$ cat config.mk
export PLATFORM = sky130hd
export DESIGN_NAME = multiply_with_carry_random_generator
export DESIGN_NICKNAME = d
export VERILOG_FILES = /design/src/hw/rtl/mwcrg_pkg.sv /design/src/hw/rtl/mwcrg_front.sv /design/src/hw/rtl/mwcrg_queue.sv /design/src/hw/rtl/mwcrg_back.sv /design/src/hw/rtl/multiply_with_carry_random_generator.sv
export SDC_FILE = /design/constraint.sdc
export NUM_CORES = 2
export LEC_CHECK = 0
export CAP_MARGIN = 30
export CORE_MARGIN = 1.5
export CORE_UTILIZATION = 45
export CTS_CLUSTER_DIAMETER = 150
export DETAILED_ROUTE_END_ITERATION = 8
export DONT_BUFFER_PORTS = 1
export HOLD_SLACK_MARGIN = 0.08
export PLACE_DENSITY_LB_ADDON = 0.25
export SYNTH_ARGS = -nofsm -noshare
export SYNTH_HDL_FRONTEND = slang
export SYNTH_SLANG_ARGS = --single-unit
$ cat constraint.sdc
create_clock -name clk -period 14.8 [get_ports clk]
set_input_delay 3.7 -clock clk [delete_from_list [all_inputs] [get_ports clk]]
set_output_delay 3.7 -clock clk [all_outputs]
set_load 0.01 [all_outputs]
$ cat src/hw/rtl/mwcrg_pkg.sv
// Shared types, constants and the recurrence coefficient table for the
// multiply-with-carry random generator. No dependencies.
`default_nettype none

package mwcrg_pkg;

    localparam int unsigned QUEUE_DEPTH_DEFAULT = 2;

    localparam logic [31:0] SEED_MUL    = 32'd29943829;
    localparam logic [31:0] EMPTY_CODE  = 32'h8000_0000;
    localparam logic [4:0]  WARMUP      = 5'd19;
    // Seed steps 0..3 fill the history words and the last one fills the carry.
    localparam logic [2:0]  SEED_CARRY  = 3'd4;

    typedef enum logic [1:0] {
        STATUS_GEN    = 2'd0,
        STATUS_SINGLE = 2'd1,
        STATUS_EMPTY  = 2'd2
    } status_t;

    // A classified request. For generated items value is the low bound;
    // for the special cases it is already the final ranged value.
    typedef struct packed {
        logic [32:0] interval;
        logic [31:0] value;
        status_t     status;
    } req_t;

    typedef enum logic [2:0] {
        ST_SEED,
        ST_SEED_WR,
        ST_ADV,
        ST_ADV_END,
        ST_IDLE,
        ST_SCALE,
        ST_OUT
    } state_t;

    // Coefficient for history word index term.
    function automatic logic [31:0] coef(input logic [1:0] term);
        logic [31:0] c;
        case (term)
            2'd0:    c = 32'd5115;
            2'd1:    c = 32'd1776;
            2'd2:    c = 32'd1492;
            default: c = 32'd2111111111;
        endcase
        return c;
    endfunction

endpackage

`default_nettype wire

$ cat src/hw/rtl/mwcrg_front.sv
// Request front end: checks the requested range and forms a queue entry.
// Depends on mwcrg_pkg.
`default_nettype none

module mwcrg_front (
    input  wire logic              s_tvalid,
    output logic                   s_tready,
    input  wire logic [63:0]       s_tdata,
    input  wire logic              q_full,
    output logic                   q_push,
    output mwcrg_pkg::req_t        q_entry
);

    logic signed [31:0] range_low;
    logic signed [31:0] range_high;
    logic        [32:0] span;

    assign range_low  = s_tdata[31:0];
    assign range_high = s_tdata[63:32];

    assign s_tready = !q_full;
    assign q_push   = s_tvalid && !q_full;

    // The difference is exact in 33 bits and lies in 1 .. 2^32 once incremented.
    assign span = {range_high[31], range_high} - {range_low[31], range_low} + 33'd1;

    always_comb
    begin
        q_entry.interval = span;
        q_entry.value    = range_low;
        q_entry.status   = mwcrg_pkg::STATUS_GEN;
        if (range_high == range_low)
        begin
            q_entry.status = mwcrg_pkg::STATUS_SINGLE;
        end
        else if (range_high < range_low)
        begin
            q_entry.value  = mwcrg_pkg::EMPTY_CODE;
            q_entry.status = mwcrg_pkg::STATUS_EMPTY;
        end
    end

endmodule

`default_nettype wire

$ cat src/hw/rtl/mwcrg_queue.sv
// Short request queue between the front end and the generator engine.
// Depends on mwcrg_pkg for the entry type.
`default_nettype none

module mwcrg_queue #(
    parameter int unsigned DEPTH = mwcrg_pkg::QUEUE_DEPTH_DEFAULT  // 2 .. 16
) (
    input  wire logic            clk,
    input  wire logic            rst_n,
    input  wire logic            push,
    input  wire mwcrg_pkg::req_t push_data,
    output logic                 full,
    input  wire logic            pop,
    output logic                 pop_valid,
    output mwcrg_pkg::req_t      pop_data
);

    localparam int unsigned PTR_W = $clog2(DEPTH);
    localparam int unsigned CNT_W = $clog2(DEPTH + 1);

    mwcrg_pkg::req_t   entry_reg [DEPTH];
    logic [PTR_W-1:0]  wr_ptr_reg;
    logic [PTR_W-1:0]  wr_ptr_next;
    logic [PTR_W-1:0]  rd_ptr_reg;
    logic [PTR_W-1:0]  rd_ptr_next;
    logic [CNT_W-1:0]  count_reg;
    logic [CNT_W-1:0]  count_next;

    assign full      = (count_reg == CNT_W'(DEPTH));
    assign pop_valid = (count_reg != '0);
    assign pop_data  = entry_reg[rd_ptr_reg];

    always_comb
    begin
        wr_ptr_next = wr_ptr_reg;
        rd_ptr_next = rd_ptr_reg;
        count_next  = count_reg;
        if (push)
        begin
            wr_ptr_next = (wr_ptr_reg == PTR_W'(DEPTH - 1)) ? '0 : wr_ptr_reg + 1'b1;
        end
        if (pop)
        begin
            rd_ptr_next = (rd_ptr_reg == PTR_W'(DEPTH - 1)) ? '0 : rd_ptr_reg + 1'b1;
        end
        if (push && !pop)
        begin
            count_next = count_reg + 1'b1;
        end
        else if (pop && !push)
        begin
            count_next = count_reg - 1'b1;
        end
    end

    always_ff @(posedge clk or negedge rst_n)
    begin
        if (!rst_n)
        begin
            wr_ptr_reg <= '0;
            rd_ptr_reg <= '0;
            count_reg  <= '0;
        end
        else
        begin
            wr_ptr_reg <= wr_ptr_next;
            rd_ptr_reg <= rd_ptr_next;
            count_reg  <= count_next;
        end
    end

    always_ff @(posedge clk)
    begin
        if (push)
        begin
            entry_reg[wr_ptr_reg] <= push_data;
        end
    end

    a_no_overflow: assert property (@(posedge clk) disable iff (!rst_n)
        push |-> (!full || pop))
        else $error("request pushed into a full queue");

    a_no_underflow: assert property (@(posedge clk) disable iff (!rst_n)
        pop |-> pop_valid)
        else $error("request popped from an empty queue");

    a_count_bound: assert property (@(posedge clk) disable iff (!rst_n)
        count_reg <= CNT_W'(DEPTH))
        else $error("queue count beyond depth");

endmodule

`default_nettype wire

$ cat src/hw/rtl/mwcrg_back.sv
// Generator engine: seeding, warm-up, the multiply-with-carry recurrence and
// range scaling on one shared 32x32 multiplier, plus the result register.
// Depends on mwcrg_pkg.
`default_nettype none

module mwcrg_back (
    input  wire logic            clk,
    input  wire logic            rst_n,
    input  wire logic            cfg_wr_en,
    input  wire logic [31:0]     cfg_wr_data,
    input  wire logic            q_valid,
    input  wire mwcrg_pkg::req_t q_data,
    output logic                 q_pop,
    output logic                 m_tvalid,
    input  wire logic            m_tready,
    output logic [63:0]          m_tdata,
    output logic [1:0]           m_tuser
);

    mwcrg_pkg::state_t  state_reg;
    mwcrg_pkg::state_t  state_next;
    logic [31:0]        seed_reg;
    logic [31:0]        seed_next;
    logic [2:0]         seed_idx_reg;
    logic [2:0]         seed_idx_next;
    logic [4:0]         warm_cnt_reg;
    logic [4:0]         warm_cnt_next;
    logic [1:0]         term_reg;
    logic [1:0]         term_next;
    logic [63:0]        acc_reg;
    logic [63:0]        acc_next;
    logic [63:0]        prod_reg;
    logic [31:0]        hist_reg [4];
    logic [31:0]        hist_next [4];
    logic [31:0]        carry_reg;
    logic [31:0]        carry_next;
    mwcrg_pkg::req_t    job_reg;
    mwcrg_pkg::req_t    job_next;
    logic               out_valid_reg;
    logic               out_valid_next;
    logic [31:0]        out_raw_reg;
    logic [31:0]        out_raw_next;
    logic [31:0]        out_value_reg;
    logic [31:0]        out_value_next;
    mwcrg_pkg::status_t out_status_reg;
    mwcrg_pkg::status_t out_status_next;

    logic [31:0]        mul_a;
    logic [31:0]        mul_b;
    logic [63:0]        sum;
    logic [31:0]        seed_step;
    logic [31:0]        scaled;
    logic               slot_free;

    assign slot_free = !out_valid_reg || m_tready;
    assign q_pop     = (state_reg == mwcrg_pkg::ST_IDLE) && q_valid && slot_free && !cfg_wr_en;
    assign sum       = acc_reg + prod_reg;
    assign seed_step = prod_reg[31:0] - 32'd1;
    // An interval of 2^32 scales the word by one.
    assign scaled    = job_reg.interval[32] ? hist_reg[0] : prod_reg[63:32];

    assign m_tvalid = out_valid_reg;
    assign m_tdata  = {out_value_reg, out_raw_reg};
    assign m_tuser  = out_status_reg;

    // Operand selection for the shared multiplier.
    always_comb
    begin
        mul_a = '0;
        mul_b = '0;
        case (state_reg)
            mwcrg_pkg::ST_SEED:
            begin
                mul_a = seed_reg;
                mul_b = mwcrg_pkg::SEED_MUL;
            end
            mwcrg_pkg::ST_ADV:
            begin
                mul_a = hist_reg[term_reg];
                mul_b = mwcrg_pkg::coef(term_reg);
            end
            mwcrg_pkg::ST_SCALE:
            begin
                mul_a = hist_reg[0];
                mul_b = job_reg.interval[31:0];
            end
            default:
            begin
                mul_a = '0;
                mul_b = '0;
            end
        endcase
    end

    // Next state.
    always_comb
    begin
        state_next = state_reg;
        if (cfg_wr_en)
        begin
            state_next = mwcrg_pkg::ST_SEED;
        end
        else
        begin
            unique case (state_reg)
                mwcrg_pkg::ST_SEED:
                    state_next = mwcrg_pkg::ST_SEED_WR;
                mwcrg_pkg::ST_SEED_WR:
                    state_next = (seed_idx_reg == mwcrg_pkg::SEED_CARRY) ?
                                 mwcrg_pkg::ST_ADV : mwcrg_pkg::ST_SEED;
                mwcrg_pkg::ST_ADV:
                    state_next = (term_reg == 2'd3) ? mwcrg_pkg::ST_ADV_END : mwcrg_pkg::ST_ADV;
                mwcrg_pkg::ST_ADV_END:
                begin
                    if (warm_cnt_reg == mwcrg_pkg::WARMUP)
                    begin
                        state_next = mwcrg_pkg::ST_SCALE;
                    end
                    else if (warm_cnt_reg + 5'd1 == mwcrg_pkg::WARMUP)
                    begin
                        state_next = mwcrg_pkg::ST_IDLE;
                    end
                    else
                    begin
                        state_next = mwcrg_pkg::ST_ADV;
                    end
                end
                mwcrg_pkg::ST_IDLE:
                    if (q_pop && q_data.status == mwcrg_pkg::STATUS_GEN)
                    begin
                        state_next = mwcrg_pkg::ST_ADV;
                    end
                mwcrg_pkg::ST_SCALE:
                    state_next = mwcrg_pkg::ST_OUT;
                mwcrg_pkg::ST_OUT:
                    state_next = mwcrg_pkg::ST_IDLE;
                default:
                    state_next = mwcrg_pkg::ST_IDLE;
            endcase
        end
    end

    // Datapath and result register updates.
    always_comb
    begin
        seed_next       = seed_reg;
        seed_idx_next   = seed_idx_reg;
        warm_cnt_next   = warm_cnt_reg;
        term_next       = term_reg;
        acc_next        = acc_reg;
        hist_next       = hist_reg;
        carry_next      = carry_reg;
        job_next        = job_reg;
        out_raw_next    = out_raw_reg;
        out_value_next  = out_value_reg;
        out_status_next = out_status_reg;
        out_valid_next  = m_tready ? 1'b0 : out_valid_reg;

        if (cfg_wr_en)
        begin
            seed_next     = cfg_wr_data;
            seed_idx_next = '0;
            warm_cnt_next = '0;
        end
        else
        begin
            unique case (state_reg)
                mwcrg_pkg::ST_SEED:
                begin
                end
                mwcrg_pkg::ST_SEED_WR:
                begin
                    seed_next = seed_step;
                    if (seed_idx_reg == mwcrg_pkg::SEED_CARRY)
                    begin
                        carry_next = seed_step;
                        term_next  = '0;
                    end
                    else
                    begin
                        hist_next[seed_idx_reg[1:0]] = seed_step;
                        seed_idx_next = seed_idx_reg + 3'd1;
                    end
                end
                mwcrg_pkg::ST_ADV:
                begin
                    // The registered product of the previous term is folded in at the next term.
                    acc_next  = (term_reg == 2'd0) ? {32'd0, carry_reg} : sum;
                    term_next = term_reg + 2'd1;
                end
                mwcrg_pkg::ST_ADV_END:
                begin
                    hist_next[3] = hist_reg[2];
                    hist_next[2] = hist_reg[1];
                    hist_next[1] = hist_reg[0];
                    hist_next[0] = sum[31:0];
                    carry_next   = sum[63:32];
                    term_next    = '0;
                    if (warm_cnt_reg != mwcrg_pkg::WARMUP)
                    begin
                        warm_cnt_next = warm_cnt_reg + 5'd1;
                    end
                end
                mwcrg_pkg::ST_IDLE:
                begin
                    if (q_pop)
                    begin
                        job_next  = q_data;
                        term_next = '0;
                        if (q_data.status != mwcrg_pkg::STATUS_GEN)
                        begin
                            out_valid_next  = 1'b1;
                            out_raw_next    = '0;
                            out_value_next  = q_data.value;
                            out_status_next = q_data.status;
                        end
                    end
                end
                mwcrg_pkg::ST_SCALE:
                begin
                end
                mwcrg_pkg::ST_OUT:
                begin
                    out_valid_next  = 1'b1;
                    out_raw_next    = hist_reg[0];
                    out_value_next  = scaled + job_reg.value;
                    out_status_next = mwcrg_pkg::STATUS_GEN;
                end
                default:
                begin
                end
            endcase
        end
    end

    always_ff @(posedge clk or negedge rst_n)
    begin
        if (!rst_n)
        begin
            state_reg     <= mwcrg_pkg::ST_SEED;
            seed_reg      <= '0;
            seed_idx_reg  <= '0;
            warm_cnt_reg  <= '0;
            term_reg      <= '0;
            out_valid_reg <= 1'b0;
        end
        else
        begin
            state_reg     <= state_next;
            seed_reg      <= seed_next;
            seed_idx_reg  <= seed_idx_next;
            warm_cnt_reg  <= warm_cnt_next;
            term_reg      <= term_next;
            out_valid_reg <= out_valid_next;
        end
    end

    always_ff @(posedge clk)
    begin
        prod_reg       <= {32'd0, mul_a} * {32'd0, mul_b};
        acc_reg        <= acc_next;
        hist_reg       <= hist_next;
        carry_reg      <= carry_next;
        job_reg        <= job_next;
        out_raw_reg    <= out_raw_next;
        out_value_reg  <= out_value_next;
        out_status_reg <= out_status_next;
    end

    a_idle_warm: assert property (@(posedge clk) disable iff (!rst_n)
        (state_reg == mwcrg_pkg::ST_IDLE) |-> (warm_cnt_reg == mwcrg_pkg::WARMUP))
        else $error("engine idle before warm-up finished");

    a_out_slot_free: assert property (@(posedge clk) disable iff (!rst_n)
        (state_reg == mwcrg_pkg::ST_OUT) |-> slot_free)
        else $error("generated result would overwrite a pending result");

    a_request_advance: assert property (@(posedge clk) disable iff (!rst_n)
        (state_reg == mwcrg_pkg::ST_ADV_END && warm_cnt_reg == mwcrg_pkg::WARMUP
         && !cfg_wr_en) |=> (state_reg == mwcrg_pkg::ST_SCALE))
        else $error("request advance did not proceed to scaling");

endmodule

`default_nettype wire

$ cat src/hw/rtl/multiply_with_carry_random_generator.sv
// Multiply-with-carry random generator with four history words and a carry.
// A request whose range holds more than one value takes, in the engine,
// four steps for the recurrence terms, one to fold the sum, and two
// for range scaling, all on one shared 32x32 multiplier, plus the pop step.
// A single-value or empty range is answered at the pop without advancing.
// After reset, and after every seed write, seeding and warm-up occupy the
// engine for 5 seed steps and 19 advances of the recurrence; requests are
// queued meanwhile and answered in order afterwards.
// Depends on mwcrg_pkg, mwcrg_front, mwcrg_queue and mwcrg_back.
`default_nettype none

module multiply_with_carry_random_generator #(
    parameter int unsigned QUEUE_DEPTH = mwcrg_pkg::QUEUE_DEPTH_DEFAULT  // 2 .. 16
) (
    input  wire logic        clk,
    input  wire logic        rst_n,
    input  wire logic        cfg_wr_en,
    input  wire logic [31:0] cfg_wr_data,   // seed
    input  wire logic        s_tvalid,
    output logic             s_tready,
    input  wire logic [63:0] s_tdata,       // [31:0] range_low, [63:32] range_high
    output logic             m_tvalid,
    input  wire logic        m_tready,
    output logic [63:0]      m_tdata,       // [31:0] raw_word, [63:32] ranged_value
    output logic [1:0]       m_tuser        // [1:0] status
);

    logic            q_full;
    logic            q_push;
    logic            q_pop;
    logic            q_valid;
    mwcrg_pkg::req_t q_entry;
    mwcrg_pkg::req_t q_head;

    mwcrg_front u_front (
        .s_tvalid (s_tvalid),
        .s_tready (s_tready),
        .s_tdata  (s_tdata),
        .q_full   (q_full),
        .q_push   (q_push),
        .q_entry  (q_entry)
    );

    mwcrg_queue #(
        .DEPTH (QUEUE_DEPTH)
    ) u_queue (
        .clk       (clk),
        .rst_n     (rst_n),
        .push      (q_push),
        .push_data (q_entry),
        .full      (q_full),
        .pop       (q_pop),
        .pop_valid (q_valid),
        .pop_data  (q_head)
    );

    mwcrg_back u_back (
        .clk         (clk),
        .rst_n       (rst_n),
        .cfg_wr_en   (cfg_wr_en),
        .cfg_wr_data (cfg_wr_data),
        .q_valid     (q_valid),
        .q_data      (q_head),
        .q_pop       (q_pop),
        .m_tvalid    (m_tvalid),
        .m_tready    (m_tready),
        .m_tdata     (m_tdata),
        .m_tuser     (m_tuser)
    );

endmodule

`default_nettype wire
# Word-level counts from Yosys, hierarchy flattened
# Memories as Yosys holds them, arrays and structs flattened.
# Index checks and enable logic that the tools add are counted.
# word_totals
rom_bits	0
memories	1
latchBits	0
in_bits	101
ff_bits	469
word_cells	154
ramBits	134
# classes
shift	0
addsub	12
n_eq_ne	21
reduce_logical	34
bitwise_logic	3
magnitude_cmp	4
mux	56
mul	1
div	0
# memory_table
name	words	width	read_ports	rd_ports_with_merged_regs	wr	line_no	source
u_queue.entry_reg	2	67	1	0	1	mwcrg_queue.sv:21	mwcrg_pkg::req_t entry_reg [DEPTH];
# ops
cell	count
two-way mux 32 bit	13
one-hot mux 128 bit (2 select lines)	1
one-hot mux 32 bit (2 select lines)	3
one-hot mux 32 bit (3 select lines)	2
bitwise mux 128 bit	1
two-way mux 128 bit	1
one-hot mux 31 bit (3 select lines)	1
adder 64 bit	1
binary-select mux 32 bit (select 2 bit)	1
demux 32 bit (select 2 bit)	1
multiplier 32 x 32 -> 64 bit	1
two-way mux 34 bit	1
adder 33 x 1 -> 33 bit, second input constant	1
subtractor 32 x 32 -> 33 bit	1
adder 32 bit	1
== test 32 bit	1
< comparator 32 bit	1
subtractor 32 x 1 -> 32 bit, second input constant	1
two-way mux 3 bit	7
one-hot mux 3 bit (6 select lines)	1
two-way mux 2 bit	8
nonzero test 2 bit	8
two-way mux 5 bit	3
== test 3 bit, second input constant	4
other kinds (31)	67

# Depth between registers and ports, before layout
# depth
ltp_word	8
mapped_depth	36

# By module
# Synthesis repeated with hierarchy kept, for this count alone.
# unflattened
cells_unflattened	6636
area_unflattened_um2	64891.0
# by_module_without_submodules
module	cells_each	seq_area_each_um2	area_each_um2	instances
mwcrg_back	5980	13092.6	56661.8	1
mwcrg_queue	225	4124.0	5114.9	1
mwcrg_front	431	0.0	3114.2	1

# Worst setup path before layout
# Ideal clock, no wire load.
# synth_timing
path_type	input port to flip-flop
from	input m_tready
to	register u_queue.count_reg[1]
setup_time_ns	0.079
n_path_buf	0
t_arrival_ns	9.432
required_time_ns	14.721
cell_stages	8
slack_ns	5.289
path_cell_list	nand2b_1 > o21ai_0 > nor3_1 > inv_1 > ha_1 > xor2_1 > nor2_1 > xor2_1
# synth_between
elab_chain_len	6
word_cells_on_any_way	8
classes_between	mux (1); reduce/logical (7)
# synth_lines
item	line_no	source
start, declared	multiply_with_carry_random_generator.sv:23	input wire logic m_tready,
logical OR 1 bit (*)	mwcrg_back.sv:55	assign slot_free = !out_valid_reg || m_tready;
logical AND 1 bit (*) (2 in a row)	mwcrg_back.sv:56	assign q_pop = (state_reg == mwcrg_pkg::ST_IDLE) && q_valid && slot_free && !cfg_wr_en;
zero test 1 bit	mwcrg_queue.sv:46	if (push && !pop)
logical AND 1 bit	mwcrg_queue.sv:46	
two-way mux 2 bit / nonzero test 2 bit (equally long branches)	--	
end signal, assigned	mwcrg_queue.sv:68	count_reg <= count_next;
end, declared	mwcrg_queue.sv:26	logic [CNT_W-1:0] count_reg;
# Mark *: on every way between the ends. The rest lies on a longest branch, timed or not.
# A chain may end at the register's enable or synchronous reset.

# Final worst setup path
# layout_timing
from	register u_back.term_reg[0]
to	register u_back.prod_reg[63]
# layout_between
elab_chain_len	6
word_cells_on_any_way	11
classes_between	mul (1); eq/ne (2); mux (6); bitwise (1); reduce/logical (1)
# layout_lines
item	line_no	source
start, declared	mwcrg_back.sv:28	logic [1:0] term_reg;
start signal, assigned	mwcrg_back.sv:253	term_reg <= term_next;
inverter 2 -> 3 bit (implied by the code)	mwcrg_back.sv:79	mul_a = hist_reg[term_reg];
binary-select mux 32 bit (select 2 bit)	mwcrg_back.sv:79	
two-way mux 32 bit (implied by the code) (2 in a row)	mwcrg_back.sv:79	
one-hot mux 32 bit (3 select lines)	mwcrg_back.sv:71	case (state_reg)
multiplier 32 x 32 -> 64 bit (*)	mwcrg_back.sv:260	prod_reg <= {32'd0, mul_a} * {32'd0, mul_b};
end signal, assigned	mwcrg_back.sv:260	
end, declared	mwcrg_back.sv:32	logic [63:0] prod_reg;
# Mark *: on every way between the ends. The rest lies on a longest branch, timed or not. The select of a mux whose other input is x is not followed.

==> results.toml <==
[run_status]
status = "finished, final reports clean"

[finish]
fill_cells = 13200
layout.nets = 7976
largest_reg_flops = 134
register_area_sq_um = 17200
design_area_sq_um = 69700
multiInputGateArea_sq_um = 42600
drive_above_1_share = 0.0716
area_growth_pct = 7.90

[setup_path]
critPathRequiredTime_ns = 15.39
critPathLaunch = "u_back.term_reg[0]"
slowest_delay_ns = 0.71
startpoint_type = "register"
critPathKind = "reg2reg"
critPathMaxFanout = 22
cp_num_buf_inv = 6
r2r-start = "u_back.term_reg[0]"
crit_family = "adder cells"
worstPathArrival_ns = 11.36
path_common_cell = "fa_1"
endpoint_kind = "register"
crit_slowest_cell = "dfrtp_2"

[sta]
hold_viol = 0
setup_ws_ns = 4.03
final_max_slew_viol_count = 0
relSlewSlack = 0.218
setup_viol = 0
finalCritPeriodShare = 0.728
tightestPinTransition_ns = 1.16
grt_setup_unrepaired = "false"
min_period_ns = 10.77
fmax_ghz = 0.0928
fin_worst_skew_ns = 0.0439
tns_ns = 0

[floorplan]
die_w_microns = 382
io_pins = 169
die_h_microns = 382
start_util = 0.455
rows = 138
core-area_sq_um = 142000
die-area_sq_um = 146000

[synth]
yosysTopAreaCell = "fa_1"
ys.flop_type = "edfxtp_1"
synth.most_common_cell = "inv_1"
muxShareOfSynthArea = 0.0389
synth_area_per_cell_sq_um = 9.74
synth.top_cell.area_share = 0.283
synth-simple-area-share = 0.128
synth_common_cells = "inv_1, fa_1, nor2_1"
synth_area_leaders = "fa_1, edfxtp_1, ha_1"
synth_top_family_by_area = "adder cells"
synth_fa_ha_area_frac = 0.368
synthCells = 6632
syn_nets = 8086
synth-xor-area-share = 0.0304
synth-seq-cells = 603
seq_area_frac_synth = 0.267
synth_cell_type_count = 78
synth-edff-count = 489
async_flop_share = 0.0829
syn_area_sq_um = 64600
synth_compound_area_frac = 0.0913
yosys_warnings = 0

[power_and_ir_drop]
total_power_w = 0.0144
peakVddDrop_mv = 0.362
leakagePower_nw = 30.8
p_per_area_nw_per_um2 = 206

[placed_design]
dp_slack_ns = 4.15
place_hpwl_microns = 174000
port_buffers = 0
gp_congestion = 0.982
place_area_sq_um = 67200

[clocking]
htreeDepth = 3
cts_buffer_depth = 3
cts_tree = "yes"
ctsResizeCount = 0
path_clk_slew_ns = 0.07
clk_latency_ns = 0.68
hold_buffers = 0
post_cts_buffers = 0
clockRootBuffer = "clkbuf_16"
cts_buffers = 68
cts_sinks = 603

[grt]
grt_max_degree = 81
grt.overflow.total = 0
grt_usage = 0.306
antenna_found_initial = 20
grt_pass1_vias = 49800
grt_pass1_wl_microns = 329000

[detailed_routing]
ant_nets = 0
drt_iter0_drc = 4906
first_pass_iters = 5
wl_per_cell_microns = 26.2
drc = 0
via_per_inst = 5.77
via_count = 48900
routed_wl_microns = 222000

[hold_path]
hold_start = "u_back.carry_reg[8]"
hold_path.class = "reg2reg"

[flow_run]
maxCapViolations = 0
-- per-stage QoR --
| stage | hold WS (ns) | instances | util |
|---|---|---|---|
| 2_1_floorplan | 0.461 | 6632 | - |
| 3_3_place_gp | 0.506 | 8321 | 0.471 |
| 3_5_place_dp | 0.512 | 8335 | 0.473 |
| 4_1_cts | 0.528 | 8460 | 0.490 |
| 5_1_grt | 0.550 | 8468 | 0.491 |
| 6_report | 0.530 | 8474 | 0.491 |
-- cells in the final DEF, fill, tap and decap left out, types with 12 or more instances in the layout --
| cell type | instances |
|---|---|
| a211oi_1 | 12 |
| a21o_1 | 113 |
| a21oi_1 | 246 |
| a31oi_1 | 19 |
| and2_1 | 75 |
| and3_1 | 20 |
| buf_16 | 12 |
| buf_4 | 126 |
| clkbuf_1 | 15 |
| clkbuf_16 | 69 |
| dfrtp_1 | 46 |
| dfxtp_1 | 64 |
| edfxtp_1 | 489 |
| fa_1 | 914 |
| ha_1 | 438 |
| inv_1 | 986 |
| mux2_2 | 101 |
| mux2i_1 | 65 |
| mux4_2 | 32 |
| nand2_1 | 799 |
| nand2b_1 | 28 |
| nand3_1 | 43 |
| nand4_1 | 50 |
| nor2_1 | 799 |
| nor2b_1 | 29 |
| nor3_1 | 30 |
| o21a_1 | 47 |
| o21ai_0 | 308 |
| o21ai_1 | 31 |
| o21bai_1 | 58 |
| o22ai_1 | 29 |
| o31ai_1 | 14 |
| or2_2 | 19 |
| or3_1 | 14 |
| xnor2_1 | 142 |
| xor2_1 | 80 |
-- report_power, final --
group | leakage [nW] | total [W] | switching (W) | internal [W]
sequential | 5.68 | 0.00253 | 0.000274 | 0.00226
clock | 1.12 | 0.00176 | 0.000766 | 0.000997
combinational | 24.0 | 0.0101 | 0.00675 | 0.00332
total | 30.8 | 0.0144 | 0.00779 | 0.00658
-- cell type report --
class	count	share of cell area
Antenna cell	7	0.000251
Clock buffer	90	0.0268
Clock inverter	35	0.00638
Inverter	987	0.0532
Multi-Input combinational cell	4716	0.612
Sequential cell	603	0.247
Tap cell	1890	0.0339
Timing Repair Buffer	146	0.0203
-- worst register-to-register path: cells and delay by family, from the launching register on --
| family | cells | cell delay [ns] |
|---|---|---|
| adder cells (fa/ha/maj) | 9 | 4.27 |
| AO/OA/AOI/OAI | 8 | 3.22 |
| buffers and inverters | 6 | 1.14 |
| multiplexers | 2 | 0.77 |
| flip-flops | 1 | 0.71 |
| AND/OR/NAND/NOR | 3 | 0.44 |
| XOR/XNOR | 1 | 0.16 |
-- per-layer routing --
metal  part of all wire  up-vias  GRT usage
li1                   -    21200          -
met3               0.11      454     0.0654
met2               0.44     2582      0.464
met5            0.00025        -          0
met1               0.40    24700      0.421
met4              0.051       10      0.137
-- worst paths after layout --
check                                       to  slack (ns)  depth (start not counted)
max reg2reg                u_back.prod_reg[63]        4.03                         29
max                        u_back.prod_reg[63]        4.03                         29
min in group asynchronous  u_back.seed_reg[26]        2.74                          0
min                          u_back.acc_reg[8]        0.53                          2
max in group asynchronous   u_queue.rd_ptr_reg       11.84                          0
min reg2reg                  u_back.acc_reg[8]        0.53                          2
-- kinds of logic after synthesis --
| group | Yosys count |
|---|---|
| xor+xnor | 223 |
| fa+ha+maj | 1353 |
| compound gates | 983 |
| simple gates | 1959 |
| mux | 198 |
| buf+inv | 1313 |
| flops | 603 |
Note: power is estimated with default switching activity, not from simulation.
